**config.mk**
```make
export PLATFORM = sky130hd
export DESIGN_NAME = presence_mask_varint_decoder
export DESIGN_NICKNAME = d
export VERILOG_FILES = /design/src/rtl/pmvd_pkg.sv /design/src/rtl/pmvd_in_reg.sv /design/src/rtl/pmvd_step.sv /design/src/rtl/pmvd_out_reg.sv /design/src/rtl/presence_mask_varint_decoder.sv
export SDC_FILE = /design/constraint.sdc
export NUM_CORES = 1
export LEC_CHECK = 0
export ABC_AREA = 1
export BUFFER_PORTS_ARGS = -buffer_cell sky130_fd_sc_hd__buf_2
export CORE_MARGIN = 2
export CORE_UTILIZATION = 42
export CTS_CLUSTER_DIAMETER = 120
export CTS_CLUSTER_SIZE = 10
export DETAILED_ROUTE_END_ITERATION = 16
export GPL_TIMING_DRIVEN = 0
export SLEW_MARGIN = 20
export SYNTH_ARGS = -nofsm -noshare
export SYNTH_HDL_FRONTEND = slang
export SYNTH_SLANG_ARGS = --single-unit
```
**constraint.sdc**
```tcl
create_clock -name i_clk -period 2.5 [get_ports i_clk]
set_clock_uncertainty 0.2 [all_clocks]
set_input_delay 0.5 -clock i_clk [delete_from_list [all_inputs] [get_ports i_clk]]
set_output_delay 0.5 -clock i_clk [all_outputs]
set_load 0.02 [all_outputs]
```
**src/rtl/pmvd_pkg.sv**
```systemverilog
// pmvd_pkg: shared types and constants of the presence mask varint decoder
// no dependencies; imported by every module of the block

package pmvd_pkg;

    // varint byte layout
    localparam int unsigned GROUP_BITS   = 7;
    localparam logic [7:0]  GROUP_MASK   = 8'h7f;
    localparam int unsigned MORE_BIT     = 7;

    // group counter: groups 0..4 land below bit 32, group 5 is the stop value
    localparam int unsigned GROUP_W      = 3;
    localparam logic [GROUP_W-1:0] GROUP_STOP = 3'd5;

    // field numbering
    localparam int unsigned ID_W         = 3;
    localparam int unsigned MAX_FIELDS   = 7;
    localparam logic [ID_W-1:0] ID_MASK  = 3'd0;
    localparam logic [ID_W-1:0] ID_LAST_NARROW = 3'd3;  // data fields 0..2 are 16 bit

    localparam int unsigned VALUE_W      = 32;
    localparam int unsigned PRESENCE_W   = 8;

    // one accepted input word
    typedef struct packed {
        logic       frame_start;
        logic [7:0] data_byte;
    } t_in_word;

    // one result word
    typedef struct packed {
        logic [ID_W-1:0]    field_id;
        logic [VALUE_W-1:0] field_value;
        logic               record_done;
    } t_result;

endpackage

```
**src/rtl/pmvd_in_reg.sv**
```systemverilog
// pmvd_in_reg: input register stage of the presence mask varint decoder
// depends on pmvd_pkg for the input word type

module pmvd_in_reg (
    input  logic               i_clk,
    input  logic               i_rst_n,
    input  logic               i_valid,
    output logic               o_ready,
    input  pmvd_pkg::t_in_word i_word,
    output logic               o_valid,
    output pmvd_pkg::t_in_word o_word,
    input  logic               i_take
);
    import pmvd_pkg::*;

    logic     r_valid;
    logic     n_valid;
    t_in_word r_word;

    // room when empty or when the held word leaves this cycle
    assign o_ready = !r_valid || i_take;

    always_comb begin
        n_valid = r_valid;
        if (i_valid && o_ready) begin
            n_valid = 1'b1;
        end else if (i_take) begin
            n_valid = 1'b0;
        end
    end

    // control register
    always_ff @(posedge i_clk) begin
        if (!i_rst_n) begin
            r_valid <= 1'b0;
        end else begin
            r_valid <= n_valid;
        end
    end

    // payload register
    always_ff @(posedge i_clk) begin
        if (i_valid && o_ready) begin
            r_word <= i_word;
        end
    end

    assign o_valid = r_valid;
    assign o_word  = r_word;

endmodule

```
**src/rtl/pmvd_step.sv**
```systemverilog
// pmvd_step: parser state and per-byte decode of the presence mask varint decoder
// depends on pmvd_pkg for types and varint constants

module pmvd_step #(
    parameter int unsigned FIELD_COUNT = 6
) (
    input  logic               i_clk,
    input  logic               i_rst_n,
    input  logic               i_fire,
    input  pmvd_pkg::t_in_word i_word,
    output logic               o_res_valid,
    output pmvd_pkg::t_result  o_res
);
    import pmvd_pkg::*;

    localparam logic [ID_W-1:0] LAST_PHASE = ID_W'(FIELD_COUNT);

    logic [ID_W-1:0]       r_phase,    n_phase;
    logic [PRESENCE_W-1:0] r_presence, n_presence;
    logic [VALUE_W-1:0]    r_acc,      n_acc;
    logic [GROUP_W-1:0]    r_group,    n_group;
    logic                  r_finished, n_finished;

    logic [ID_W-1:0]       base_phase;
    logic [PRESENCE_W-1:0] base_presence;
    logic [VALUE_W-1:0]    base_acc;
    logic [GROUP_W-1:0]    base_group;
    logic                  base_finished;
    logic [VALUE_W-1:0]    acc_sum;
    logic [5:0]            shift_amt;
    logic [PRESENCE_W-1:0] look_mask;
    logic [ID_W-1:0]       nxt_idx;
    logic                  nxt_found;

    always_comb begin
        // a frame start clears everything before the byte is used
        base_phase    = r_phase;
        base_presence = r_presence;
        base_acc      = r_acc;
        base_group    = r_group;
        base_finished = r_finished;
        if (i_word.frame_start) begin
            base_phase    = ID_MASK;
            base_presence = '0;
            base_acc      = '0;
            base_group    = '0;
            base_finished = 1'b0;
        end

        // merge the 7-bit group at its position
        shift_amt = 6'({3'b000, base_group} * 6'(GROUP_BITS));
        acc_sum   = base_acc;
        if (base_group < GROUP_STOP) begin
            acc_sum = base_acc | (VALUE_W'(i_word.data_byte & GROUP_MASK) << shift_amt);
        end

        // presence bits to search: fresh mask while finishing the mask itself
        look_mask = (base_phase == ID_MASK) ? acc_sum[PRESENCE_W-1:0] : base_presence;

        // lowest set field at or above the current phase, below the field count
        nxt_idx   = '0;
        nxt_found = 1'b0;
        for (int i = MAX_FIELDS - 1; i >= 0; i--) begin
            if (look_mask[i] && (ID_W'(i) >= base_phase) && (i < FIELD_COUNT)) begin
                nxt_idx   = ID_W'(i);
                nxt_found = 1'b1;
            end
        end

        n_phase     = r_phase;
        n_presence  = r_presence;
        n_acc       = r_acc;
        n_group     = r_group;
        n_finished  = r_finished;
        o_res_valid = 1'b0;
        o_res.field_id    = base_phase;
        o_res.record_done = !nxt_found;
        if (base_phase == ID_MASK) begin
            o_res.field_value = VALUE_W'(acc_sum[PRESENCE_W-1:0]);
        end else if (base_phase <= ID_LAST_NARROW) begin
            o_res.field_value = VALUE_W'(acc_sum[15:0]);
        end else begin
            o_res.field_value = acc_sum;
        end

        if (i_fire) begin
            n_phase    = base_phase;
            n_presence = base_presence;
            n_acc      = base_acc;
            n_group    = base_group;
            n_finished = base_finished;
            priority if (base_finished) begin
                // idle: byte ignored
            end else if (base_phase > LAST_PHASE) begin
                n_finished = 1'b1;
            end else if (i_word.data_byte[MORE_BIT]) begin
                // continuation byte
                n_acc   = acc_sum;
                n_group = (base_group < GROUP_STOP) ? base_group + 1'b1 : base_group;
            end else begin
                // varint complete
                o_res_valid = 1'b1;
                if (base_phase == ID_MASK) begin
                    n_presence = acc_sum[PRESENCE_W-1:0];
                end
                n_acc      = '0;
                n_group    = '0;
                n_finished = !nxt_found;
                n_phase    = nxt_found ? nxt_idx + 1'b1 : ID_MASK;
            end
        end
    end

    // parser state
    always_ff @(posedge i_clk) begin
        if (!i_rst_n) begin
            r_phase    <= ID_MASK;
            r_presence <= '0;
            r_acc      <= '0;
            r_group    <= '0;
            r_finished <= 1'b1;
        end else begin
            r_phase    <= n_phase;
            r_presence <= n_presence;
            r_acc      <= n_acc;
            r_group    <= n_group;
            r_finished <= n_finished;
        end
    end

endmodule

```
**src/rtl/pmvd_out_reg.sv**
```systemverilog
// pmvd_out_reg: result register of the presence mask varint decoder
// depends on pmvd_pkg for the result type

module pmvd_out_reg (
    input  logic              i_clk,
    input  logic              i_rst_n,
    input  logic              i_load,
    input  pmvd_pkg::t_result i_res,
    output logic              o_free,
    output logic              o_valid,
    input  logic              i_ready,
    output pmvd_pkg::t_result o_res
);
    import pmvd_pkg::*;

    logic    r_valid;
    logic    n_valid;
    t_result r_res;

    // slot can take a new word when empty or draining this cycle
    assign o_free = !r_valid || i_ready;

    always_comb begin
        n_valid = r_valid;
        if (i_load) begin
            n_valid = 1'b1;
        end else if (i_ready) begin
            n_valid = 1'b0;
        end
    end

    always_ff @(posedge i_clk) begin
        if (!i_rst_n) begin
            r_valid <= 1'b0;
        end else begin
            r_valid <= n_valid;
        end
    end

    always_ff @(posedge i_clk) begin
        if (i_load) begin
            r_res <= i_res;
        end
    end

    assign o_valid = r_valid;
    assign o_res   = r_res;

endmodule

```
**src/rtl/presence_mask_varint_decoder.sv**
```systemverilog
// Presence mask varint decoder: takes one byte per word and emits one word per completed
// LEB128 varint (the presence mask, then each present field). A byte goes through an input
// register, combinational decode logic, and a result register: one byte per clock sustained
// while the result port is ready. Backpressure on the result port stalls the input port.
// No clearing pass after reset; the decoder idles until a byte with frame_start set.
// depends on pmvd_pkg, pmvd_in_reg, pmvd_step, pmvd_out_reg

module presence_mask_varint_decoder #(
    parameter int unsigned FIELD_COUNT = 6
) (
    input  logic        i_clk,
    input  logic        i_rst_n,
    input  logic        i_s_axis_tvalid,
    output logic        o_s_axis_tready,
    input  logic [7:0]  i_s_axis_tdata,   // [7:0] data_byte
    input  logic        i_s_axis_tuser,   // [0] frame_start
    output logic        o_m_axis_tvalid,
    input  logic        i_m_axis_tready,
    output logic [31:0] o_m_axis_tdata,   // [31:0] field_value
    output logic [2:0]  o_m_axis_tuser,   // [2:0] field_id
    output logic        o_m_axis_tlast    // record_done
);
    import pmvd_pkg::*;

    t_in_word in_word;
    t_in_word held_word;
    t_result  step_res;
    t_result  out_res;
    logic     held_valid;
    logic     out_free;
    logic     step_fire;
    logic     step_res_valid;

    assign in_word.data_byte   = i_s_axis_tdata;
    assign in_word.frame_start = i_s_axis_tuser;

    // held byte is decoded when the result slot has room
    assign step_fire = held_valid && out_free;

    pmvd_in_reg u_in_reg (
        .i_clk   (i_clk),
        .i_rst_n (i_rst_n),
        .i_valid (i_s_axis_tvalid),
        .o_ready (o_s_axis_tready),
        .i_word  (in_word),
        .o_valid (held_valid),
        .o_word  (held_word),
        .i_take  (step_fire)
    );

    pmvd_step #(
        .FIELD_COUNT (FIELD_COUNT)
    ) u_step (
        .i_clk       (i_clk),
        .i_rst_n     (i_rst_n),
        .i_fire      (step_fire),
        .i_word      (held_word),
        .o_res_valid (step_res_valid),
        .o_res       (step_res)
    );

    pmvd_out_reg u_out_reg (
        .i_clk   (i_clk),
        .i_rst_n (i_rst_n),
        .i_load  (step_res_valid),
        .i_res   (step_res),
        .o_free  (out_free),
        .o_valid (o_m_axis_tvalid),
        .i_ready (i_m_axis_tready),
        .o_res   (out_res)
    );

    assign o_m_axis_tdata = out_res.field_value;
    assign o_m_axis_tuser = out_res.field_id;
    assign o_m_axis_tlast = out_res.record_done;

`ifndef ASSERT_OFF
    // no field number beyond the configured count
    a_id_range: assert property (@(posedge i_clk) disable iff (!i_rst_n)
        o_m_axis_tvalid |-> (o_m_axis_tuser <= 3'(FIELD_COUNT)))
        else $error("field id out of range");

    // the highest field always closes its record
    a_last_field_done: assert property (@(posedge i_clk) disable iff (!i_rst_n)
        (o_m_axis_tvalid && (o_m_axis_tuser == 3'(FIELD_COUNT))) |-> o_m_axis_tlast)
        else $error("last field without record_done");

    // mask is 8 bit, fields 0..2 are 16 bit
    a_value_width: assert property (@(posedge i_clk) disable iff (!i_rst_n)
        (o_m_axis_tvalid && (o_m_axis_tuser <= ID_LAST_NARROW)) |->
        ((o_m_axis_tdata[31:16] == 16'h0) &&
         ((o_m_axis_tuser != ID_MASK) || (o_m_axis_tdata[15:8] == 8'h0))))
        else $error("field value wider than its field");
`endif

endmodule
```
==> flow_summary.yaml, run 1 <==
cts:
  htree_levels: 3
  clkLatencyLatePin_ns: 0.38
  numCtsBuffers: 9
  cts_tree: "done"
  root_buffer: "clkbuf_8"
  cts.sinks: 91
  clk_pin_slew_ns: 0.10
  cts_buffer_depth: 2
global_routing:
  grt_pass1_wl_mm: 17.9
  grt_max_degree: 19
  track_usage_pct: 20.8
  grt_pass1_vias: 3478
  overflow: 0
  antenna_found_initial: 0
synth:
  synthCells: 500
  seq_area_frac_synth_pct: 51.7
  ys_warn_count: 0
  synth_area_sq_um: 4390
  ys_ff_latch: 91
  ys_types: 43
  avgSynthCellArea_sq_um: 8.78
  synth_nets: 515
drt:
  dr.pass1.iters: 5
  ant_nets: 0
  vias_per_cell: 5.46
  drt_wl_total_mm: 11.6
  wl_per_cell_microns: 16.3
  vias: 3869
  drt_iter0_drc: 310
  drcViolationCount: 0
place:
  hpwlAfterDp_mm: 7.93
  gp_congestion: 0.884
  port_buffers: 50
  post-place-cells: 686
sta:
  period_needed_ns: 2.40
  slew_headroom_pct: 61.3
  tns_ns: 0
  fin_hold_ws_ns: 0.0809
  rsz0062_at_grt: "true"
  final-setup-viol-count: 0
  fmax_mhz: 416
  worst_slew_pin_slew_ns: 0.580
  fin_crit_sh_pct: 96.1
  slew_viol_final: 0
  finalHoldViolCount: 0
final_layout:
  drive_gt1_share_pct: 20.8
  n_antenna_cell: 0
  fin_nets: 583
  finalNonFillerCells: 709
  layout.filler_cells: 962
  area_growth_pct: 15.9
worst_setup_path:
  path_common_cell: "nand2_1"
  arrival_ns: 2.51
  cpPeakStageDelay_ns: 0.39
  cp_data_required_time_ns: 2.61
  crit_fanout: 10
  r2r_cells: 18
  start_kind: "register"
  slowest_stage: "edfxtp_1"
  worstPathCellList: "buf_6, inv_8, buf_4, nand2_1, nand3_1, nand3_1, nand2_1, nand2_1, nand2_1, nand2_1, nand2_1, inv_1, ha_1, inv_1, nand2_1, nand2_1, nand2_1, a21oi_1"
  timing.rr.start: "u_in_reg.o_word[8]"
  worst-setup-path-type: "reg2reg"
  cp-startpoint: "u_in_reg.o_word[8]"
  worst_setup_path_end_kind: "register"
pwr:
  ir_drop_mv: 0.236
  finalPower_w: 0.00304
  p_sw_share_pct: 30.3
  pwr_density_cell_nw_per_um2: 598
  p_leak_nw: 2.13
  intPower_w: 0.00212
  switching_power_w: 0.000923
  power.share.clock_pct: 31.6
  power_frac_seq_pct: 53.7
  comb_power_share_pct: 14.8
flow_run:
  maxCapViolCount: 0
hold_path:
  hp-class: "in2reg"
  holdPathStages: 1
  hp-start: "i_s_axis_tdata[0]"
floorplan:
  dieArea_sq_um: 11300
  floorplan.initialDensity_pct: 42.9
  die_w_microns: 106
  io_pins: 51
  core-area_sq_um: 10200
  die_h_microns: 106
  rows: 37
run_status:
  run_status: "complete, no violations"
==> cells in the final DEF, fill, tap and decap left out, types with 3 or more instances in the layout <==
cell / n
o21ai_1: 4
o211ai_1: 13
a21boi_0: 13
nand3_1: 9
nor2_4: 5
buf_4: 7
o221ai_1: 3
edfxtp_1: 45
nand3_2: 5
nor2_2: 5
inv_6: 6
nor2_1: 43
buf_2: 58
nand2_2: 6
a31oi_1: 6
a221oi_1: 5
clkbuf_1: 13
a21oi_1: 56
o22ai_1: 3
nand2_1: 113
clkbuf_8: 9
o21ai_0: 11
a221o_1: 11
inv_1: 48
dfxtp_1: 46
==> flip-flops by register name, indices dropped and copies added (netlist names), 3 cells and up <==
register,cells
u_in_reg.o_word,9
u_step.r_phase,3
u_out_reg.o_res,36
u_step.r_group,3
u_step.r_presence,5
u_step.r_acc,32
==> metrics by stage <==
stage | setup slack (ns) | cell area (sq um) | util, %
2_1_floorplan | 0.288 | 4400 | -
3_3_place_gp | -0.308 | 4820 | 47.1
3_5_place_dp | -0.391 | 4820 | 47.1
4_1_cts | 0.0209 | 5060 | 49.4
5_1_grt | -0.100 | 5090 | 49.7
6_report | 0.0985 | 5090 | 49.7
==> routing by layer <==
| metal | wire length [microns] | GRT usage (%) | up-vias |
|---|---|---|---|
| met1 | 5190 | 29.5 | 1805 |
| li1 | - | - | 1850 |
| met4 | 275 | 9.40 | 0 |
| met3 | 937 | 3.37 | 23 |
| met2 | 5160 | 31.1 | 191 |
| met5 | 0 | 0 | - |
==> cells by family after synthesis <==
kind of cell / Yosys count / share of synthesized area [%]
AND/OR/NAND/NOR: 191 / 19.5
AO/OA/AOI/OAI: 135 / 20.0
flip-flops: 91 / 51.7
buffers and inverters: 80 / 7.95
adder cells (fa/ha/maj): 2 / 0.570
multiplexers: 1 / 0.228
==> power by group through the flow <==
stage | sequential (W) | clock, W | combinational [W]
after floorplan | 0.00168 | 0 | 0.000293
after global placement | 0.00167 | 0 | 0.000416
after detailed placement | 0.00167 | 0 | 0.000426
after CTS | 0.00163 | 0.000968 | 0.000437
after global routing | 0.00164 | 0.00103 | 0.000494
final | 0.00163 | 0.000962 | 0.000449
==> cell usage after synthesis <==
cell type,number,area share (%)
buf_6,2,0.51
nand2_1,115,9.8
o22ai_1,3,0.43
ha_1,2,0.57
a21oi_2,1,0.20
a32oi_1,2,0.40
o21ai_0,11,1.3
a21oi_1,56,6.4
buf_1,1,0.085
clkbuf_1,13,1.1
buf_2,8,0.91
nor2_4,2,0.51
buf_4,3,0.51
a21boi_0,13,2.2
inv_6,1,0.20
nor2_1,43,3.7
edfxtp_1,45,31
a221o_1,11,2.5
nand4_1,1,0.14
a31oi_1,6,0.85
mux2i_1,1,0.23
inv_2,1,0.085
o221ai_1,3,0.60
nand3_2,5,1.1
nand2_8,1,0.46
inv_1,49,4.2
nand2_4,2,0.51
inv_8,1,0.26
o211ai_1,13,2.2
nor2_8,1,0.46
o21ai_1,4,0.46
a211oi_1,1,0.17
a22oi_1,2,0.34
a21oi_4,1,0.37
nand3_1,9,1.0
nor3_2,1,0.23
clkinv_1,1,0.085
nand2_2,4,0.57
a21boi_1,1,0.17
o21ai_2,2,0.40
a221oi_1,5,1.0
nor2_2,7,1.0
dfxtp_1,46,21
==> timing repair <==
item / CTS / global route
gates cloned: 1 / 1
hold buffers: 0 / 0
buffers inserted: 3 / 2
pin swaps: 2 / 0
setup endpoints to repair: 37 / 5
gates resized for setup: 1 / 6
==> worst paths after layout <==
| check | end | slack [ns] |
|---|---|---|
| worst max-delay path | u_step.r_phase[2] | 0.1 |
| worst min-delay path | u_in_reg.o_word[0] | 0.08 |
| worst max register to register | u_step.r_phase[2] | 0.1 |
| worst min register to register | u_step.r_acc[31] | 0.27 |
==> area by class of cell <==
type                       count  area [sq um]  area share, %
timing repair buffer          56           318           6.25
sequential                    91          2270           44.7
multi-input combinational    330          1800           35.3
tap                          136           170           3.34
buffer                        27           140           2.75
clock buffer                   9           124           2.43
clock inverter                 7          56.3           1.11
inverter                      53           211           4.16
==> worst max-delay path, delay by kind of cell, from the launching register on <==
family / cells / cell delay (ns)
AND/OR/NAND/NOR: 11 / 0.86
buffers and inverters: 5 / 0.57
flip-flops: 1 / 0.39
adder cells (fa/ha/maj): 1 / 0.19
AO/OA/AOI/OAI: 1 / 0.12
No activity file was read; power rests on OpenSTA's default activity.
==> inputs of run 2 (changes only) <==
--- a/config.mk
+++ b/config.mk
@@ -5,7 +5,7 @@
 export SDC_FILE = /design/constraint.sdc
 export NUM_CORES = 1
 export LEC_CHECK = 0
-export ABC_AREA = 1
+export ABC_AREA = 0
 export BUFFER_PORTS_ARGS = -buffer_cell sky130_fd_sc_hd__buf_2
 export CORE_MARGIN = 2
 export CORE_UTILIZATION = 42
==> flow_summary.yaml, run 2 <==
global_routing:
  grt_max_degree: 20
  track_usage_pct: 20.4
  grt_pass1_wl_mm: 16.1
  overflow: 0
  antenna_found_initial: 0
  grt_pass1_vias: 3098
synth:
  synth_mux_area_share_pct: 0.883
  ys_types: 52
  seq_area_frac_synth_pct: 55.3
  synthXorXnorAreaFrac_pct: 0.213
  yosysMostFrequentCell: "a21oi_1"
  synth_ff_type: "dfxtp_1"
  avgSynthCellArea_sq_um: 9.74
  synthArstFlopShare_pct: 0
  synth_top_area_share_pct: 32.9
  synth_fa_ha_area_share_pct: 0.609
  synthCells: 422
  synth_nets: 437
  synth_compound_area_share_pct: 20.0
  synthSimpleGateAreaFrac_pct: 18.7
  yosys.area.top_type: "edfxtp_1"
  synth_edf_count: 45
  ys_top_cells_by_count: "a21oi_1 (57), dfxtp_1 (46), edfxtp_1 (45)"
  ys_warn_count: 0
  synthTopCellsByArea: "edfxtp_1 (33%), dfxtp_1 (22%), a21oi_1 (6.9%)"
  synth_top_family_by_area: "compound AO/OA/AOI/OAI gates"
  ys_ff_latch: 91
  synth_area_sq_um: 4110
final_layout:
  multi_input_area_sq_um: 1770
  drive_gt1_share_pct: 24.9
  final_common_cell: "buf_2"
  finalNonFillerCells: 640
  fin_nets: 517
  layout.filler_cells: 943
  area_growth_pct: 22.2
  largest_register_ffs: 36
  final_util_pct: 52.1
  n_antenna_cell: 0
  mostFrequentLayoutCells: "buf_2 (58), a21oi_1 (56), dfxtp_1 (46)"
  regArea_sq_um: 2270
cts:
  numCtsBuffers: 9
  clk_pin_slew_ns: 0.09
  root_buffer: "clkbuf_8"
  cts_buffer_depth: 2
  cts.sinks: 91
  cts_tree: "done"
  clkLatencyLatePin_ns: 0.37
  htree_levels: 3
sta:
  slew_headroom_pct: 27.0
  tns_ns: -0.205
  finalHoldViolCount: 0
  final-setup-viol-count: 2
  worst_slew_pin_slew_ns: 1.09
  fmax_mhz: 373
  fin_hold_ws_ns: 0.104
  fin_crit_sh_pct: 107
  period_needed_ns: 2.68
  slew_viol_final: 0
  fin_ws_ns: -0.180
  rsz0062_at_grt: "true"
place:
  post-place-cells: 604
  port_buffers: 49
  hpwlAfterDp_mm: 6.75
  gp_congestion: 0.952
worst_setup_path:
  worst-setup-path-type: "reg2reg"
  arrival_ns: 2.78
  cp_data_required_time_ns: 2.60
  start_kind: "register"
  crit_fanout: 6
  worst_setup_path_end_kind: "register"
drt:
  wl_per_cell_microns: 16.5
  vias: 3441
  dr.pass1.iters: 5
  ant_nets: 0
  drt_wl_total_mm: 10.5
  vias_per_cell: 5.38
  drcViolationCount: 0
  drt_iter0_drc: 206
run_status:
  violations: "negative setup slack"
  run_status: "finished, violations left"
hold_path:
  hp-class: "in2reg"
pwr:
  ir_drop_mv: 0.358
  p_leak_nw: 1.92
  finalPower_w: 0.00292
  pwr_density_cell_nw_per_um2: 581
floorplan:
  core-area_sq_um: 9640
  die_h_microns: 103
  io_pins: 51
  rows: 36
  die_w_microns: 103
  dieArea_sq_um: 10600
  floorplan.initialDensity_pct: 42.6
flow_run:
  maxCapViolCount: 0
run 2: cell families (layout without fill, tap and decap cells):
family / Yosys count / count (layout)
AND/OR/NAND/NOR: 149 / 150
multiplexers: 3 / 3
buffers and inverters: 41 / 125
adder cells (fa/ha/maj): 2 / 2
flip-flops: 91 / 91
AO/OA/AOI/OAI: 135 / 135
XOR/XNOR: 1 / 1
run 2: path summary, 6_finish.rpt:
path                                    startpoint                  to  slack, ns  cells after the start
worst max-delay path            u_in_reg.o_word[8]   u_step.r_phase[2]      -0.18                      9
worst min-delay path             i_s_axis_tdata[2]  u_in_reg.o_word[2]       0.10                      1
worst max register to register  u_in_reg.o_word[8]   u_step.r_phase[2]      -0.18                      9
worst min register to register     u_step.r_acc[2]     u_step.r_acc[2]       0.27                      2
run 2: area by class of cell:
class,instances,share of cell area [%]
plain buffers,31,3.49
clock buffers,11,2.81
clock inverters,5,0.573
inverters,7,0.598
multi-input cells,291,35.2
flip-flops and latches,91,45.2
well taps,133,3.31
repair buffers,71,8.77
run 2: what timing repair did:
item	in CTS	in global routing
gates resized for setup	17	31
endpoints found under the setup margin	62	80
hold buffers	0	0
pin swaps	5	8
buffers inserted	11	10
cloned	1	1
run 2: routing by layer:
| layer | vias to the layer above | routed length, microns | global-route usage [%] |
|---|---|---|---|
| li1 | 1667 | - | - |
| met1 | 1635 | 4850 | 28.4 |
| met2 | 116 | 4840 | 31.7 |
| met3 | 23 | 593 | 2.71 |
| met4 | 0 | 269 | 9.72 |
| met5 | - | 0 | 0 |
run 2: power by group:
group | switching (W) | internal, W | leakage, nW
clock network | 0.000518 | 0.000382 | 0.0844
registers | 0.0000226 | 0.00160 | 0.836
logic | 0.000238 | 0.000160 | 1.00
run 2: through the flow:
stage | cell area [sq um] | setup slack, ns
after floorplan | 4120 | 0.00271
after global placement | 4530 | -0.279
after detailed placement | 4530 | -0.332
after CTS | 4840 | -0.173
after global routing | 5020 | -0.284
final | 5020 | -0.180
run 2: worst max-delay path, cell delays in order, from the launching register on:
cell	delay [ns]
edfxtp_1	0.41
buf_6	0.16
mux2_4	0.29
a21o_1	0.21
o21a_1	0.22
nor3_4	0.20
nor2_1	0.10
ha_2	0.19
or4b_1	0.46
a31oi_1	0.16
